**src/rtl/sle_pkg.sv**
```systemverilog
// Shared types and constants for the sequential list engine.
// Holds request/status codes, transaction structs, walk flags and the sequencer state type.
// No dependencies.
`default_nettype none

package sle_pkg;

  localparam int REQ_W  = 3;
  localparam int LEN_W  = 7;
  localparam int WORD_W = 32;
  localparam int STAT_W = 2;

  typedef enum logic [REQ_W-1:0] {
    REQ_INSERT = 3'd0,
    REQ_DELETE = 3'd1,
    REQ_SEARCH = 3'd2,
    REQ_READ   = 3'd3,
    REQ_CLEAR  = 3'd4
  } req_code_t;

  typedef enum logic [STAT_W-1:0] {
    ST_OK       = 2'd0,
    ST_BADPOS   = 2'd1,
    ST_FULL     = 2'd2,
    ST_NOTFOUND = 2'd3
  } status_code_t;

  typedef struct packed {
    logic [REQ_W-1:0]         req_type;
    logic [LEN_W-1:0]         position;
    logic signed [WORD_W-1:0] value;
  } in_item_t;

  typedef struct packed {
    logic [STAT_W-1:0]        status;
    logic [LEN_W-1:0]         found_position;
    logic signed [WORD_W-1:0] read_value;
    logic [LEN_W-1:0]         list_length;
    logic                     last;
  } out_item_t;

  typedef struct packed {
    logic at_lim;
    logic eq;
  } walk_flags_t;

  typedef enum logic [3:0] {
    S_IDLE,
    S_DECODE,
    S_INS_SHIFT,
    S_INS_DRAIN,
    S_INS_PUT,
    S_DEL_SHIFT,
    S_DEL_DRAIN,
    S_RD,
    S_RD_DATA,
    S_SRCH,
    S_SRCH_END,
    S_EMIT
  } state_t;

endpackage

`default_nettype wire

```
**src/rtl/sle_ram.sv**
```systemverilog
// Generic single-write, single-read RAM with registered read data.
// No dependencies.
`default_nettype none

module sle_ram #(
  parameter int WIDTH = 32,
  parameter int DEPTH = 64
) (
  input  wire logic                         clk,
  input  wire logic                         we,
  input  wire logic [$clog2(DEPTH)-1:0]     waddr,
  input  wire logic [WIDTH-1:0]             wdata,
  input  wire logic                         re,
  input  wire logic [$clog2(DEPTH)-1:0]     raddr,
  output logic      [WIDTH-1:0]             rdata
);

  logic [WIDTH-1:0] mem [DEPTH];

  always_ff @(posedge clk) begin
    if (we) begin
      mem[waddr] <= wdata;
    end
    if (re) begin
      rdata <= mem[raddr];
    end
  end

endmodule

`default_nettype wire

```
**src/rtl/sle_walk.sv**
```systemverilog
// Shared walk unit: steps the list pointer, tests for the end of the walk
// and compares a stored word against the key. Depends on sle_pkg.
`default_nettype none

module sle_walk import sle_pkg::*; #(
  parameter int AW = 6
) (
  input  wire logic [AW-1:0]     ptr,
  input  wire logic [AW-1:0]     lim,
  input  wire logic              down,
  input  wire logic [WORD_W-1:0] key,
  input  wire logic [WORD_W-1:0] word,
  output logic      [AW-1:0]     nxt,
  output walk_flags_t            flags
);

  assign nxt          = down ? (ptr - AW'(1)) : (ptr + AW'(1));
  assign flags.at_lim = (ptr == lim);
  assign flags.eq     = (key == word);

endmodule

`default_nettype wire

```
**src/rtl/sequential_list_engine.sv**
```systemverilog
// Sequential list engine: ordered list of signed words in one RAM.
// Depends on sle_pkg, sle_ram and sle_walk.
//
// Usage:
//   Input channel (in_valid/in_stall/in_data) carries one request per
//   transaction: insert, delete, search, read or clear, with a one-based
//   position and a word. Result channel (out_valid/out_stall/out_data)
//   returns one result per request, or one per match for a search, the last
//   one flagged by out_data.last. Every result carries the list length.
//   One request is worked at a time; the walk over the RAM (one read and
//   one write port) steps one entry per cycle while it is not held. in_stall
//   is low only while the sequencer is idle, so a new request is taken
//   while the previous result still sits in the output register.
//   A stalled receiver freezes the output register; a search scan waits on
//   it only when a second match must be handed over, and every request waits on it to hand over its final result.
//   Reset empties the list; RAM contents are never cleared, only entries
//   below the length are ever read.
`default_nettype none

module sequential_list_engine import sle_pkg::*; #(
  parameter int CAPACITY = 64
) (
  input  wire logic      clk,
  input  wire logic      rst_n,
  input  wire logic      in_valid,
  output logic           in_stall,
  input  wire in_item_t  in_data,
  output logic           out_valid,
  input  wire logic      out_stall,
  output out_item_t      out_data
);

  localparam int AW = $clog2(CAPACITY);
  localparam logic [LEN_W-1:0] CAP_L = LEN_W'(CAPACITY);

  state_t state_r, state_nxt;

  // latched request
  logic [REQ_W-1:0]         req_r, req_nxt;
  logic [LEN_W-1:0]         pos_r, pos_nxt;
  logic signed [WORD_W-1:0] val_r, val_nxt;

  logic [LEN_W-1:0] count_r, count_nxt;

  // walk pointer and pending RAM write
  logic [AW-1:0] ptr_r, ptr_nxt;
  logic [AW-1:0] lim_r, lim_nxt;
  logic          pend_r, pend_nxt;
  logic          pend_cap_r, pend_cap_nxt;
  logic [AW-1:0] pend_addr_r, pend_addr_nxt;
  logic          first_r, first_nxt;

  // search bookkeeping
  logic             issue_done_r, issue_done_nxt;
  logic             chk_r, chk_nxt;
  logic [LEN_W-1:0] chk_pos_r, chk_pos_nxt;
  logic             hold_v_r, hold_v_nxt;
  logic [LEN_W-1:0] hold_pos_r, hold_pos_nxt;

  // staged result
  logic [STAT_W-1:0]        res_status_r, res_status_nxt;
  logic [LEN_W-1:0]         res_pos_r, res_pos_nxt;
  logic signed [WORD_W-1:0] res_val_r, res_val_nxt;

  logic      out_valid_r, out_valid_nxt;
  out_item_t out_data_r, out_data_nxt;

  // RAM port
  logic              ram_we;
  logic [AW-1:0]     ram_waddr;
  logic [WORD_W-1:0] ram_wdata;
  logic              ram_re;
  logic [AW-1:0]     ram_raddr;
  logic [WORD_W-1:0] ram_rdata;

  logic [AW-1:0] walk_nxt;
  walk_flags_t   walk_flags;
  logic          walk_down;

  logic             out_free;
  logic             out_load;
  out_item_t        out_load_data;
  logic [LEN_W-1:0] pm1;
  logic [LEN_W-1:0] cm1;
  logic             ins_full;
  logic             ins_bad;
  logic             pos_bad;
  logic             match;
  logic             freeze;

  sle_ram #(
    .WIDTH(WORD_W),
    .DEPTH(CAPACITY)
  ) u_ram (
    .clk  (clk),
    .we   (ram_we),
    .waddr(ram_waddr),
    .wdata(ram_wdata),
    .re   (ram_re),
    .raddr(ram_raddr),
    .rdata(ram_rdata)
  );

  sle_walk #(
    .AW(AW)
  ) u_walk (
    .ptr  (ptr_r),
    .lim  (lim_r),
    .down (walk_down),
    .key  (val_r),
    .word (ram_rdata),
    .nxt  (walk_nxt),
    .flags(walk_flags)
  );

  assign walk_down = (state_r == S_INS_SHIFT);
  assign out_free  = !out_valid_r || !out_stall;
  assign pm1       = pos_r - LEN_W'(1);
  assign cm1       = count_r - LEN_W'(1);
  assign ins_full  = (count_r >= CAP_L);
  assign ins_bad   = (pos_r == '0) || (pos_r > (count_r + LEN_W'(1)));
  assign pos_bad   = (pos_r == '0) || (pos_r > count_r);
  assign match     = chk_r && walk_flags.eq;
  // hold the scan when a second match must go out and the receiver stalls
  assign freeze    = match && hold_v_r && !out_free;

  assign in_stall  = (state_r != S_IDLE);
  assign out_valid = out_valid_r;
  assign out_data  = out_data_r;

  // next state
  always_comb begin
    state_nxt = state_r;
    unique case (state_r)
      S_IDLE: begin
        if (in_valid) state_nxt = S_DECODE;
      end
      S_DECODE: begin
        unique case (req_r)
          REQ_INSERT: begin
            if (ins_full || ins_bad)            state_nxt = S_EMIT;
            else if (pos_r == count_r + LEN_W'(1)) state_nxt = S_INS_PUT;
            else                                state_nxt = S_INS_SHIFT;
          end
          REQ_DELETE: state_nxt = pos_bad ? S_EMIT : S_DEL_SHIFT;
          REQ_SEARCH: state_nxt = (count_r == '0) ? S_EMIT : S_SRCH;
          REQ_READ:   state_nxt = pos_bad ? S_EMIT : S_RD;
          default:    state_nxt = S_EMIT;
        endcase
      end
      S_INS_SHIFT: begin
        if (walk_flags.at_lim) state_nxt = S_INS_DRAIN;
      end
      S_INS_DRAIN: state_nxt = S_INS_PUT;
      S_INS_PUT:   state_nxt = S_EMIT;
      S_DEL_SHIFT: begin
        if (walk_flags.at_lim) state_nxt = S_DEL_DRAIN;
      end
      S_DEL_DRAIN: state_nxt = S_EMIT;
      S_RD:        state_nxt = S_RD_DATA;
      S_RD_DATA:   state_nxt = S_EMIT;
      S_SRCH: begin
        if (issue_done_r && !chk_r) state_nxt = S_SRCH_END;
      end
      S_SRCH_END:  state_nxt = S_EMIT;
      S_EMIT: begin
        if (out_free) state_nxt = S_IDLE;
      end
      default:     state_nxt = S_IDLE;
    endcase
  end

  // datapath and RAM controls
  always_comb begin
    req_nxt        = req_r;
    pos_nxt        = pos_r;
    val_nxt        = val_r;
    count_nxt      = count_r;
    ptr_nxt        = ptr_r;
    lim_nxt        = lim_r;
    pend_nxt       = 1'b0;
    pend_cap_nxt   = pend_cap_r;
    pend_addr_nxt  = pend_addr_r;
    first_nxt      = first_r;
    issue_done_nxt = issue_done_r;
    chk_nxt        = chk_r;
    chk_pos_nxt    = chk_pos_r;
    hold_v_nxt     = hold_v_r;
    hold_pos_nxt   = hold_pos_r;
    res_status_nxt = res_status_r;
    res_pos_nxt    = res_pos_r;
    res_val_nxt    = res_val_r;
    ram_we         = 1'b0;
    ram_waddr      = pend_addr_r;
    ram_wdata      = ram_rdata;
    ram_re         = 1'b0;
    ram_raddr      = ptr_r;
    out_load       = 1'b0;
    out_load_data  = '0;

    // retire the read issued last cycle: capture the removed word or move it
    if (pend_r) begin
      if (pend_cap_r) res_val_nxt = ram_rdata;
      else            ram_we      = 1'b1;
    end

    unique case (state_r)
      S_IDLE: begin
        if (in_valid) begin
          req_nxt = in_data.req_type;
          pos_nxt = in_data.position;
          val_nxt = in_data.value;
        end
      end
      S_DECODE: begin
        res_status_nxt = ST_OK;
        res_pos_nxt    = '0;
        res_val_nxt    = '0;
        unique case (req_r)
          REQ_INSERT: begin
            if (ins_full)     res_status_nxt = ST_FULL;
            else if (ins_bad) res_status_nxt = ST_BADPOS;
            else begin
              ptr_nxt = cm1[AW-1:0];
              lim_nxt = pm1[AW-1:0];
            end
          end
          REQ_DELETE: begin
            if (pos_bad) res_status_nxt = ST_BADPOS;
            else begin
              ptr_nxt   = pm1[AW-1:0];
              lim_nxt   = cm1[AW-1:0];
              first_nxt = 1'b1;
            end
          end
          REQ_SEARCH: begin
            if (count_r == '0) res_status_nxt = ST_NOTFOUND;
            else begin
              ptr_nxt        = '0;
              lim_nxt        = cm1[AW-1:0];
              issue_done_nxt = 1'b0;
              chk_nxt        = 1'b0;
              hold_v_nxt     = 1'b0;
            end
          end
          REQ_READ: begin
            if (pos_bad) res_status_nxt = ST_BADPOS;
            else         ptr_nxt        = pm1[AW-1:0];
          end
          REQ_CLEAR: count_nxt = '0;
          default: ;
        endcase
      end
      S_INS_SHIFT: begin
        // read entry ptr, write it one place up next cycle
        ram_re        = 1'b1;
        pend_nxt      = 1'b1;
        pend_cap_nxt  = 1'b0;
        pend_addr_nxt = ptr_r + AW'(1);
        if (!walk_flags.at_lim) ptr_nxt = walk_nxt;
      end
      S_INS_DRAIN: ;
      S_INS_PUT: begin
        ram_we         = 1'b1;
        ram_waddr      = pm1[AW-1:0];
        ram_wdata      = val_r;
        count_nxt      = count_r + LEN_W'(1);
        res_status_nxt = ST_OK;
        res_pos_nxt    = pos_r;
        res_val_nxt    = val_r;
      end
      S_DEL_SHIFT: begin
        // first read fetches the removed word, later ones move down a place
        ram_re        = 1'b1;
        pend_nxt      = 1'b1;
        pend_cap_nxt  = first_r;
        first_nxt     = 1'b0;
        pend_addr_nxt = ptr_r - AW'(1);
        if (!walk_flags.at_lim) ptr_nxt = walk_nxt;
      end
      S_DEL_DRAIN: begin
        count_nxt      = cm1;
        res_status_nxt = ST_OK;
        res_pos_nxt    = pos_r;
      end
      S_RD: ram_re = 1'b1;
      S_RD_DATA: begin
        res_status_nxt = ST_OK;
        res_pos_nxt    = pos_r;
        res_val_nxt    = ram_rdata;
      end
      S_SRCH: begin
        if (!freeze) begin
          ram_re      = !issue_done_r;
          chk_nxt     = !issue_done_r;
          chk_pos_nxt = LEN_W'(ptr_r) + LEN_W'(1);
          if (!issue_done_r) begin
            if (walk_flags.at_lim) issue_done_nxt = 1'b1;
            else                   ptr_nxt        = walk_nxt;
          end
          // a match is kept back until the next one so the final one can carry last
          if (match) begin
            if (hold_v_r) begin
              out_load                     = 1'b1;
              out_load_data.status         = ST_OK;
              out_load_data.found_position = hold_pos_r;
              out_load_data.read_value     = val_r;
              out_load_data.list_length    = count_r;
              out_load_data.last           = 1'b0;
            end
            hold_v_nxt   = 1'b1;
            hold_pos_nxt = chk_pos_r;
          end
        end
      end
      S_SRCH_END: begin
        hold_v_nxt = 1'b0;
        if (hold_v_r) begin
          res_status_nxt = ST_OK;
          res_pos_nxt    = hold_pos_r;
          res_val_nxt    = val_r;
        end else begin
          res_status_nxt = ST_NOTFOUND;
          res_pos_nxt    = '0;
          res_val_nxt    = '0;
        end
      end
      S_EMIT: begin
        if (out_free) begin
          out_load                     = 1'b1;
          out_load_data.status         = res_status_r;
          out_load_data.found_position = res_pos_r;
          out_load_data.read_value     = res_val_r;
          out_load_data.list_length    = count_r;
          out_load_data.last           = 1'b1;
        end
      end
      default: ;
    endcase
  end

  // output register
  always_comb begin
    out_valid_nxt = out_valid_r;
    out_data_nxt  = out_data_r;
    if (out_load) begin
      out_valid_nxt = 1'b1;
      out_data_nxt  = out_load_data;
    end else if (!out_stall) begin
      out_valid_nxt = 1'b0;
    end
  end

  always_ff @(posedge clk) begin
    if (!rst_n) begin
      state_r      <= S_IDLE;
      count_r      <= '0;
      pend_r       <= 1'b0;
      first_r      <= 1'b0;
      issue_done_r <= 1'b0;
      chk_r        <= 1'b0;
      hold_v_r     <= 1'b0;
      out_valid_r  <= 1'b0;
    end else begin
      state_r      <= state_nxt;
      count_r      <= count_nxt;
      pend_r       <= pend_nxt;
      first_r      <= first_nxt;
      issue_done_r <= issue_done_nxt;
      chk_r        <= chk_nxt;
      hold_v_r     <= hold_v_nxt;
      out_valid_r  <= out_valid_nxt;
    end
  end

  always_ff @(posedge clk) begin
    req_r        <= req_nxt;
    pos_r        <= pos_nxt;
    val_r        <= val_nxt;
    ptr_r        <= ptr_nxt;
    lim_r        <= lim_nxt;
    pend_cap_r   <= pend_cap_nxt;
    pend_addr_r  <= pend_addr_nxt;
    chk_pos_r    <= chk_pos_nxt;
    hold_pos_r   <= hold_pos_nxt;
    res_status_r <= res_status_nxt;
    res_pos_r    <= res_pos_nxt;
    res_val_r    <= res_val_nxt;
    out_data_r   <= out_data_nxt;
  end

endmodule

`default_nettype wire

```
**config.mk**
```make
export PLATFORM = sky130hd
export DESIGN_NAME = sequential_list_engine
export DESIGN_NICKNAME = d
export VERILOG_FILES = /design/src/rtl/sle_pkg.sv /design/src/rtl/sle_ram.sv /design/src/rtl/sle_walk.sv /design/src/rtl/sequential_list_engine.sv
export SDC_FILE = /design/constraint.sdc
export NUM_CORES = 2
export LEC_CHECK = 0
export BUFFER_PORTS_ARGS = -buffer_cell sky130_fd_sc_hd__buf_4
export CORE_MARGIN = 1.5
export CORE_UTILIZATION = 57
export DETAILED_ROUTE_END_ITERATION = 12
export PLACE_DENSITY = 0.7
export RECOVER_POWER = 50
export SETUP_SLACK_MARGIN = 0.05
export SLEW_MARGIN = 20
export SYNTH_ARGS = -nofsm -noshare
export SYNTH_HDL_FRONTEND = slang
export SYNTH_SLANG_ARGS = --single-unit
```
**constraint.sdc**
```tcl
create_clock -name clk -period 6.53 [get_ports clk]
set_clock_uncertainty 0.05 [all_clocks]
set_input_delay 0.653 -clock clk [delete_from_list [all_inputs] [get_ports clk]]
set_output_delay 0.653 -clock clk [all_outputs]
set_load 0.02 [all_outputs]
```
# Yosys cells after proc, flatten, opt, wreduce, memory -nomap -nowiden
# Memory sizes are Yosys's and may differ from the RTL's. A register that Yosys moved wholly into a read port is not among the register bits.
# Cells that the tools add are included.
classes:
  addsub: 6
  magnitude_cmp: 3
  eq_ne: 41
  mux: 80
  n_bitwise: 1
  reduce_logical: 44
op_table:
  columns: ["operator", "count"]
  rows:
  - ["two-way mux 47 bit", 3]
  - ["two-way mux 32 bit", 4]
  - ["one-hot mux 32 bit (4 select lines)", 1]
  - ["one-hot mux 49 bit (2 select lines)", 1]
  - ["two-way mux 6 bit", 13]
  - ["one-hot mux 6 bit (3 select lines)", 3]
  - ["two-way mux 49 bit", 1]
  - ["one-hot mux 7 bit (3 select lines)", 2]
  - ["one-hot mux 4 bit (9 select lines)", 1]
  - ["equality test 32 bit", 1]
  - ["two-way mux 4 bit", 8]
  - ["inequality test 2 bit (second input constant)", 14]
  - ["two-way mux 1 bit", 25]
  - ["equality test 4 x 3 -> 1 bit (second input constant)", 4]
  - ["equality test 4 bit (second input constant)", 4]
  - ["one-hot mux 4 bit (4 select lines)", 1]
  - ["nonzero test 3 bit", 5]
  - ["> comparator 7 bit", 2]
  - ["logical NOT 7 bit", 2]
  - ["two-way mux 7 bit", 2]
  - ["inequality test 3 bit (second input constant)", 4]
  - ["one-hot mux 1 bit (2 select lines)", 6]
  - ["one-hot mux 2 bit (3 select lines)", 2]
  - ["one-hot mux 6 bit (2 select lines)", 1]
  - ["36 further kinds", 65]
totals:
  register_bits: 182
  ramBits: 2048
  out_inout_bits: 51
  elab_cells: 201
  n_memories: 1
memory_table:
  columns: ["name", "words", "width", "rd", "rd_clocked_by_memory_dff", "wr", "line", "rtl"]
  rows:
  - ["u_ram.mem", 64, 32, 1, 1, 1, "sle_ram.sv:18", "logic [WIDTH-1:0] mem [DEPTH];"]

# Logic depth before layout (Yosys ltp)
depth:
  word_depth: 7
  mapped_depth: 12
  depth_no_buf: 12

# Hierarchy
# A second synthesis with hierarchy kept.
unflattened:
  hier_cells: 4302
  hier_area_um2: 88600.0
modules_own_cells:
  columns: ["mod", "instances", "cells_each", "area_each_um2", "seq_area_each_um2"]
  rows:
  - ["sle_ram", 1, 3511, 79359.9, 62459.9]
  - ["sequential_list_engine", 1, 715, 8647.0, 5295.1]
  - ["sle_walk", 1, 76, 593.1, 0.0]

# Least setup slack after synthesis
# No wires, ideal clock.
synth_timing:
  path_kind: "register to register"
  from: "register state_r[0]"
  to: "register u_ram.rdata[0], read port of u_ram.mem, enable pin"
  setup_time_ns: 0.466
  arrival_time_ns: 3.152
  required_ns: 6.014
  slack_ns: 2.863
  stages_incl_launch_ff: 5
  path_buffers: 2
  cell_sequence: "dfxtp_1 -> buf_2 -> buf_1 -> a21oi_1 -> o21ai_0"
synth_between:
  elab_chain_len: 3
synth_rtl:
  columns: ["item", "line", "rtl"]
  rows:
  - ["start, declared", "sequential_list_engine.sv:36", "state_t state_r, state_nxt;"]
  - ["start signal, assigned", "sequential_list_engine.sv:365", "state_r <= state_nxt;"]
  - ["equality test 4 x 3 -> 1 bit or equality test 4 x 2 -> 1 bit (tied branches)", "sequential_list_engine.sv:207", "unique case (state_r)"]
  - ["OR reduction 3 bit (no source line)", null, null]
  - ["one-hot mux 1 bit (2 select lines) (*)", "sequential_list_engine.sv:207", null]
  - ["via ram_re", "sequential_list_engine.sv:72", "logic ram_re;"]
  - ["end, declared", "sle_ram.sv:15", "output logic [WIDTH-1:0] rdata"]
# The timed path passes the listed nets; every way through them passes the cells marked *.
# A chain may end at the register's enable or synchronous reset.

# Final worst setup path
layout_timing:
  from: "register state_r[0]"
  to: "memory u_ram.mem[53][10], data pin"
layout_between:
  elab_chain_len: 2
layout_rtl:
  columns: ["item", "line", "rtl"]
  rows:
  - ["equality test 4 x 3 -> 1 bit", "sequential_list_engine.sv:207", null]
  - ["two-way mux 32 bit", "sequential_list_engine.sv:207", null]
  - ["via ram_wdata[10]", "sequential_list_engine.sv:71", "logic [WORD_W-1:0] ram_wdata;"]
  - ["end, declared", "sle_ram.sv:18", null]
# The timed path passes the listed nets, and every way through them passes these cells.

==> impl_metrics.yaml <==
clock_network:
  tritoncts.num_buffers: 211
  level_count_of_the_clock_h_tree: 4
  cts_sinks: 2262
  worstSkewPairLatency_ps: 860
  cts_tree: "done"
  cts_root_buffer: "sky130_fd_sc_hd__clkbuf_16"
  path_clk_slew_ps: 70
  cts_resizes: 0
  clock_tree.buffer_depth: 3
synth:
  mappedNetlistNets: 4729
  synth_top_flop_cell: "sky130_fd_sc_hd__edfxtp_1"
  number_of_flip_flops_and_latches_in_the_synthesized_netlist: 2262
  yosys.cell_types.count: 61
  synth_commonest_cells: "sky130_fd_sc_hd__edfxtp_1, sky130_fd_sc_hd__mux2i_1, sky130_fd_sc_hd__nand2_1"
  count_of_flip_flops_with_a_built_in_enable_after_synthesis: 2245
  synthesis.area_mm2: 0.0887
  synthCells: 4661
  asyncSetResetFlopFracSynth_pct: 0
  yosysMostFrequentCell: "sky130_fd_sc_hd__edfxtp_1"
  synth.area.top_cells: "sky130_fd_sc_hd__edfxtp_1, sky130_fd_sc_hd__mux4_2, sky130_fd_sc_hd__mux2i_1"
  synth_top_area_share_pct: 76.0
  yosys.area.top_type: "sky130_fd_sc_hd__edfxtp_1"
  yosysWarnings: 0
  synth-seq-area-share_pct: 76.4
  per_instance_average_area_after_synthesis_um2: 19.0
power:
  p_leak_uw: 0.0328
  p_comb_share_pct: 32.2
  vdd.ir_drop.worst_v: 0.000446
  internal-power_uw: 30200
  power_switching_uw: 16500
  totalPowerFinal_uw: 46700
  power_switching_share_pct: 35.3
  power_per_cell_area_mw_per_mm2: 469
  seq_power_share_pct: 41.9
  p_clk_share_pct: 25.9
critical_path:
  data_required_time_of_the_critical_path_ps: 6600
  critical-path-max-stage-delay_ps: 2410
  kind_of_critical_path: "reg2reg"
  crit_chain: "nor2_1 -> nand2_1 -> clkbuf_2 -> nand2_1 -> nand2_1"
  ff2ff_setup_slack_ps: 1080
  number_of_buffers_and_inverters_on_the_critical_path: 1
  critPathArrivalTime_ps: 5530
  crit_path_frequent_cell: "sky130_fd_sc_hd__nand2_1"
  type_of_origin_of_the_critical_path: "flip-flop"
  worst_setup_path_end_kind: "flip-flop"
  critPathSlowestCell: "sky130_fd_sc_hd__nand2_1"
  worst_path_dominant_cell_family: "simple AND/OR/NAND/NOR gates"
  critical_path_peak_fanout: 64
detailed_routing:
  routed_wire_length_per_instance_um: 32.1
  drt_wl_total_um: 227000
  detailedRoute.firstPassIterationCount: 12
  drc_marker_count_from_the_first_detailed_route_iteration: 7165
  vias: 46900
  remaining_drc_errors: 20
  detail-route-antenna-nets: 0
  routed_via_density: 6.65
sta:
  tcrit_tclk_final_pct: 83.5
  tightest_slew_ps: 3430
  layout_setup_ws_ps: 1080
  max_freq_mhz: 183
  timing_max_transition_violations_final: 1520
  rsz0062_at_grt: "no"
  final_period_minus_worst_setup_slack_ps: 5450
  final-setup-viol-count: 0
  finalSetupTns_ps: 0
  worst_slew_margin_relative_to_its_limit_pct: -129
  finalHoldViolations: 0
placed_design:
  gpl.final_weighted_congestion: 0.907
  place.port_buffers: 96
  place_ws_ps: 2080
  detailed_place_hpwl_um: 131000
  place_inst: 6609
finish:
  final_layout_size_suffix_gt1_share_pct: 16.4
  antenna-diode-count: 0
  syn_to_final_growth_pct: 12.2
  finish.cell_count_without_fillers: 7060
  finalNetCount: 4901
run_status:
  outcome: "complete, but fails checks"
  failed_checks: "design-rule violations, max-capacitance violations, max-slew violations"
die:
  core_area_mm2: 0.154
  pin_count: 97
  start_util_pct: 57.5
  die_area_mm2: 0.158
  die_h_um: 398
  num_rows: 144
  die_x_um: 398
global_routing:
  pin_count_of_the_biggest_net_entering_global_routing: 144
  grt_antenna_before_repair: 8
  grt_usage_pct: 28.7
  grt_residual_overflow: 0
  global_route_wire_length_before_repair_um: 321000
  first_global_vias: 44700
run:
  cap_viol_max_count: 26
worst_hold_path:
  worst_hold_path_type: "in2reg"
-- metal layers --
layer / vias up / track usage (%) / routed length (um)
met5: - / 0 / 27
met4: 4 / 11.7 / 10100
met3: 387 / 5.77 / 24200
met2: 2809 / 42.3 / 102000
met1: 24200 / 42.3 / 89900
li1: 19600 / - / -
-- flip-flops by register name (all words and copies together), names as in the netlist, 7 cells and up --
signal / cells
pos_r: 7
count_r: 7
val_r: 32
out_data: 49
res_pos_r: 7
chk_pos_r: 7
hold_pos_r: 7
u_ram.rdata: 32
u_ram.mem: 2048
res_val_r: 32
-- power by group through the flow --
stage | Sequential (uW) | Combinational [uW] | Clock, uW
after floorplan | 19300 | 8930 | 0
after global placement | 19500 | 14700 | 0
after detailed placement | 19600 | 14900 | 0
after CTS | 19300 | 15000 | 12200
after global routing | 19600 | 15700 | 12700
final | 19600 | 15000 | 12100
-- logic make-up (layout without fill, tap and decap cells) --
logic type | count (synthesis) | in the layout | synth area share (%)
multiplexers | 755 | 755 | 12.9
AND/OR/NAND/NOR | 578 | 578 | 2.75
buffers and inverters | 291 | 646 | 1.57
XOR/XNOR | 68 | 68 | 0.671
AO/OA/AOI/OAI | 685 | 685 | 5.47
flip-flops | 2262 | 2262 | 76.4
adder cells (fa/ha/maj) | 22 | 22 | 0.310
-- per-stage QoR --
| stage | hold slack, ps | area [um2] | utilization [%] |
|---|---|---|---|
| 3_5_place_dp | 359 | 92400 | 59.9 |
| 4_1_cts | 250 | 99700 | 64.6 |
| 6_report | 334 | 99500 | 64.5 |
| 5_1_grt | 313 | 99500 | 64.5 |
| 3_3_place_gp | 354 | 92100 | 59.7 |
| 2_1_floorplan | 350 | 88700 | - |
-- cell usage in the layout, fill, tap and decap left out, types with 8 or more instances in the layout --
cell                            instances
sky130_fd_sc_hd__nand2_2                9
sky130_fd_sc_hd__nor3_1                23
sky130_fd_sc_hd__clkinv_1              69
sky130_fd_sc_hd__and3_1                 8
sky130_fd_sc_hd__nand2_1              295
sky130_fd_sc_hd__clkinv_2              42
sky130_fd_sc_hd__mux4_2               308
sky130_fd_sc_hd__bufinv_16             20
sky130_fd_sc_hd__nand3_1               18
sky130_fd_sc_hd__o221ai_1             221
sky130_fd_sc_hd__nor4_1                10
sky130_fd_sc_hd__inv_1                 24
sky130_fd_sc_hd__xor2_1                39
sky130_fd_sc_hd__buf_12                31
sky130_fd_sc_hd__clkbuf_4              38
sky130_fd_sc_hd__mux2i_1              447
sky130_fd_sc_hd__a211oi_1              25
sky130_fd_sc_hd__clkbuf_16            212
sky130_fd_sc_hd__nand2b_1               9
sky130_fd_sc_hd__buf_16                11
sky130_fd_sc_hd__nand4_1                8
sky130_fd_sc_hd__or3_1                  8
sky130_fd_sc_hd__xnor2_1               29
sky130_fd_sc_hd__a22o_1                32
sky130_fd_sc_hd__edfxtp_1            2245
sky130_fd_sc_hd__dlygate4sd3_1         43
sky130_fd_sc_hd__o21ai_0               46
sky130_fd_sc_hd__clkbuf_1              90
sky130_fd_sc_hd__and2_1                 8
sky130_fd_sc_hd__ha_1                  22
sky130_fd_sc_hd__a22oi_1               71
sky130_fd_sc_hd__dfxtp_1               17
sky130_fd_sc_hd__nor2_1                87
sky130_fd_sc_hd__nor2_4                66
sky130_fd_sc_hd__o22ai_1              118
sky130_fd_sc_hd__a21oi_1              145
sky130_fd_sc_hd__buf_4                 40
-- final cells by class --
type | count | area, um2
fill | 10200 | 54700
clock buffer | 243 | 5420
sequential | 2262 | 67800
tap | 2044 | 2560
inverter | 25 | 98.8
multi-input combinational | 2108 | 20100
timing repair buffer | 225 | 2190
clock inverter | 153 | 1370
-- worst register-to-register path: stages (launching register included) --
cell and delay, ps:
sky130_fd_sc_hd__dfxtp_1 780, sky130_fd_sc_hd__nor2_1 220, sky130_fd_sc_hd__nand2_1 330, sky130_fd_sc_hd__clkbuf_2 700, sky130_fd_sc_hd__nand2_1 120, sky130_fd_sc_hd__nand2_1 2410
-- repair_timing --
item / CTS / global route
endpoints found under the hold margin: 43 / 0
buffers inserted: 0 / 0
hold buffers: 43 / 0
-- worst paths after layout --
check | from | end | cells after the start
setup / recovery | state_r[0] | u_ram.mem[53][10] | 5
hold / removal | in_valid | state_r[3] | 5
setup reg to reg | state_r[0] | u_ram.mem[53][10] | 5
hold reg to reg | chk_pos_r[5] | hold_pos_r[5] | 0
(Power assumes the default switching activity.)
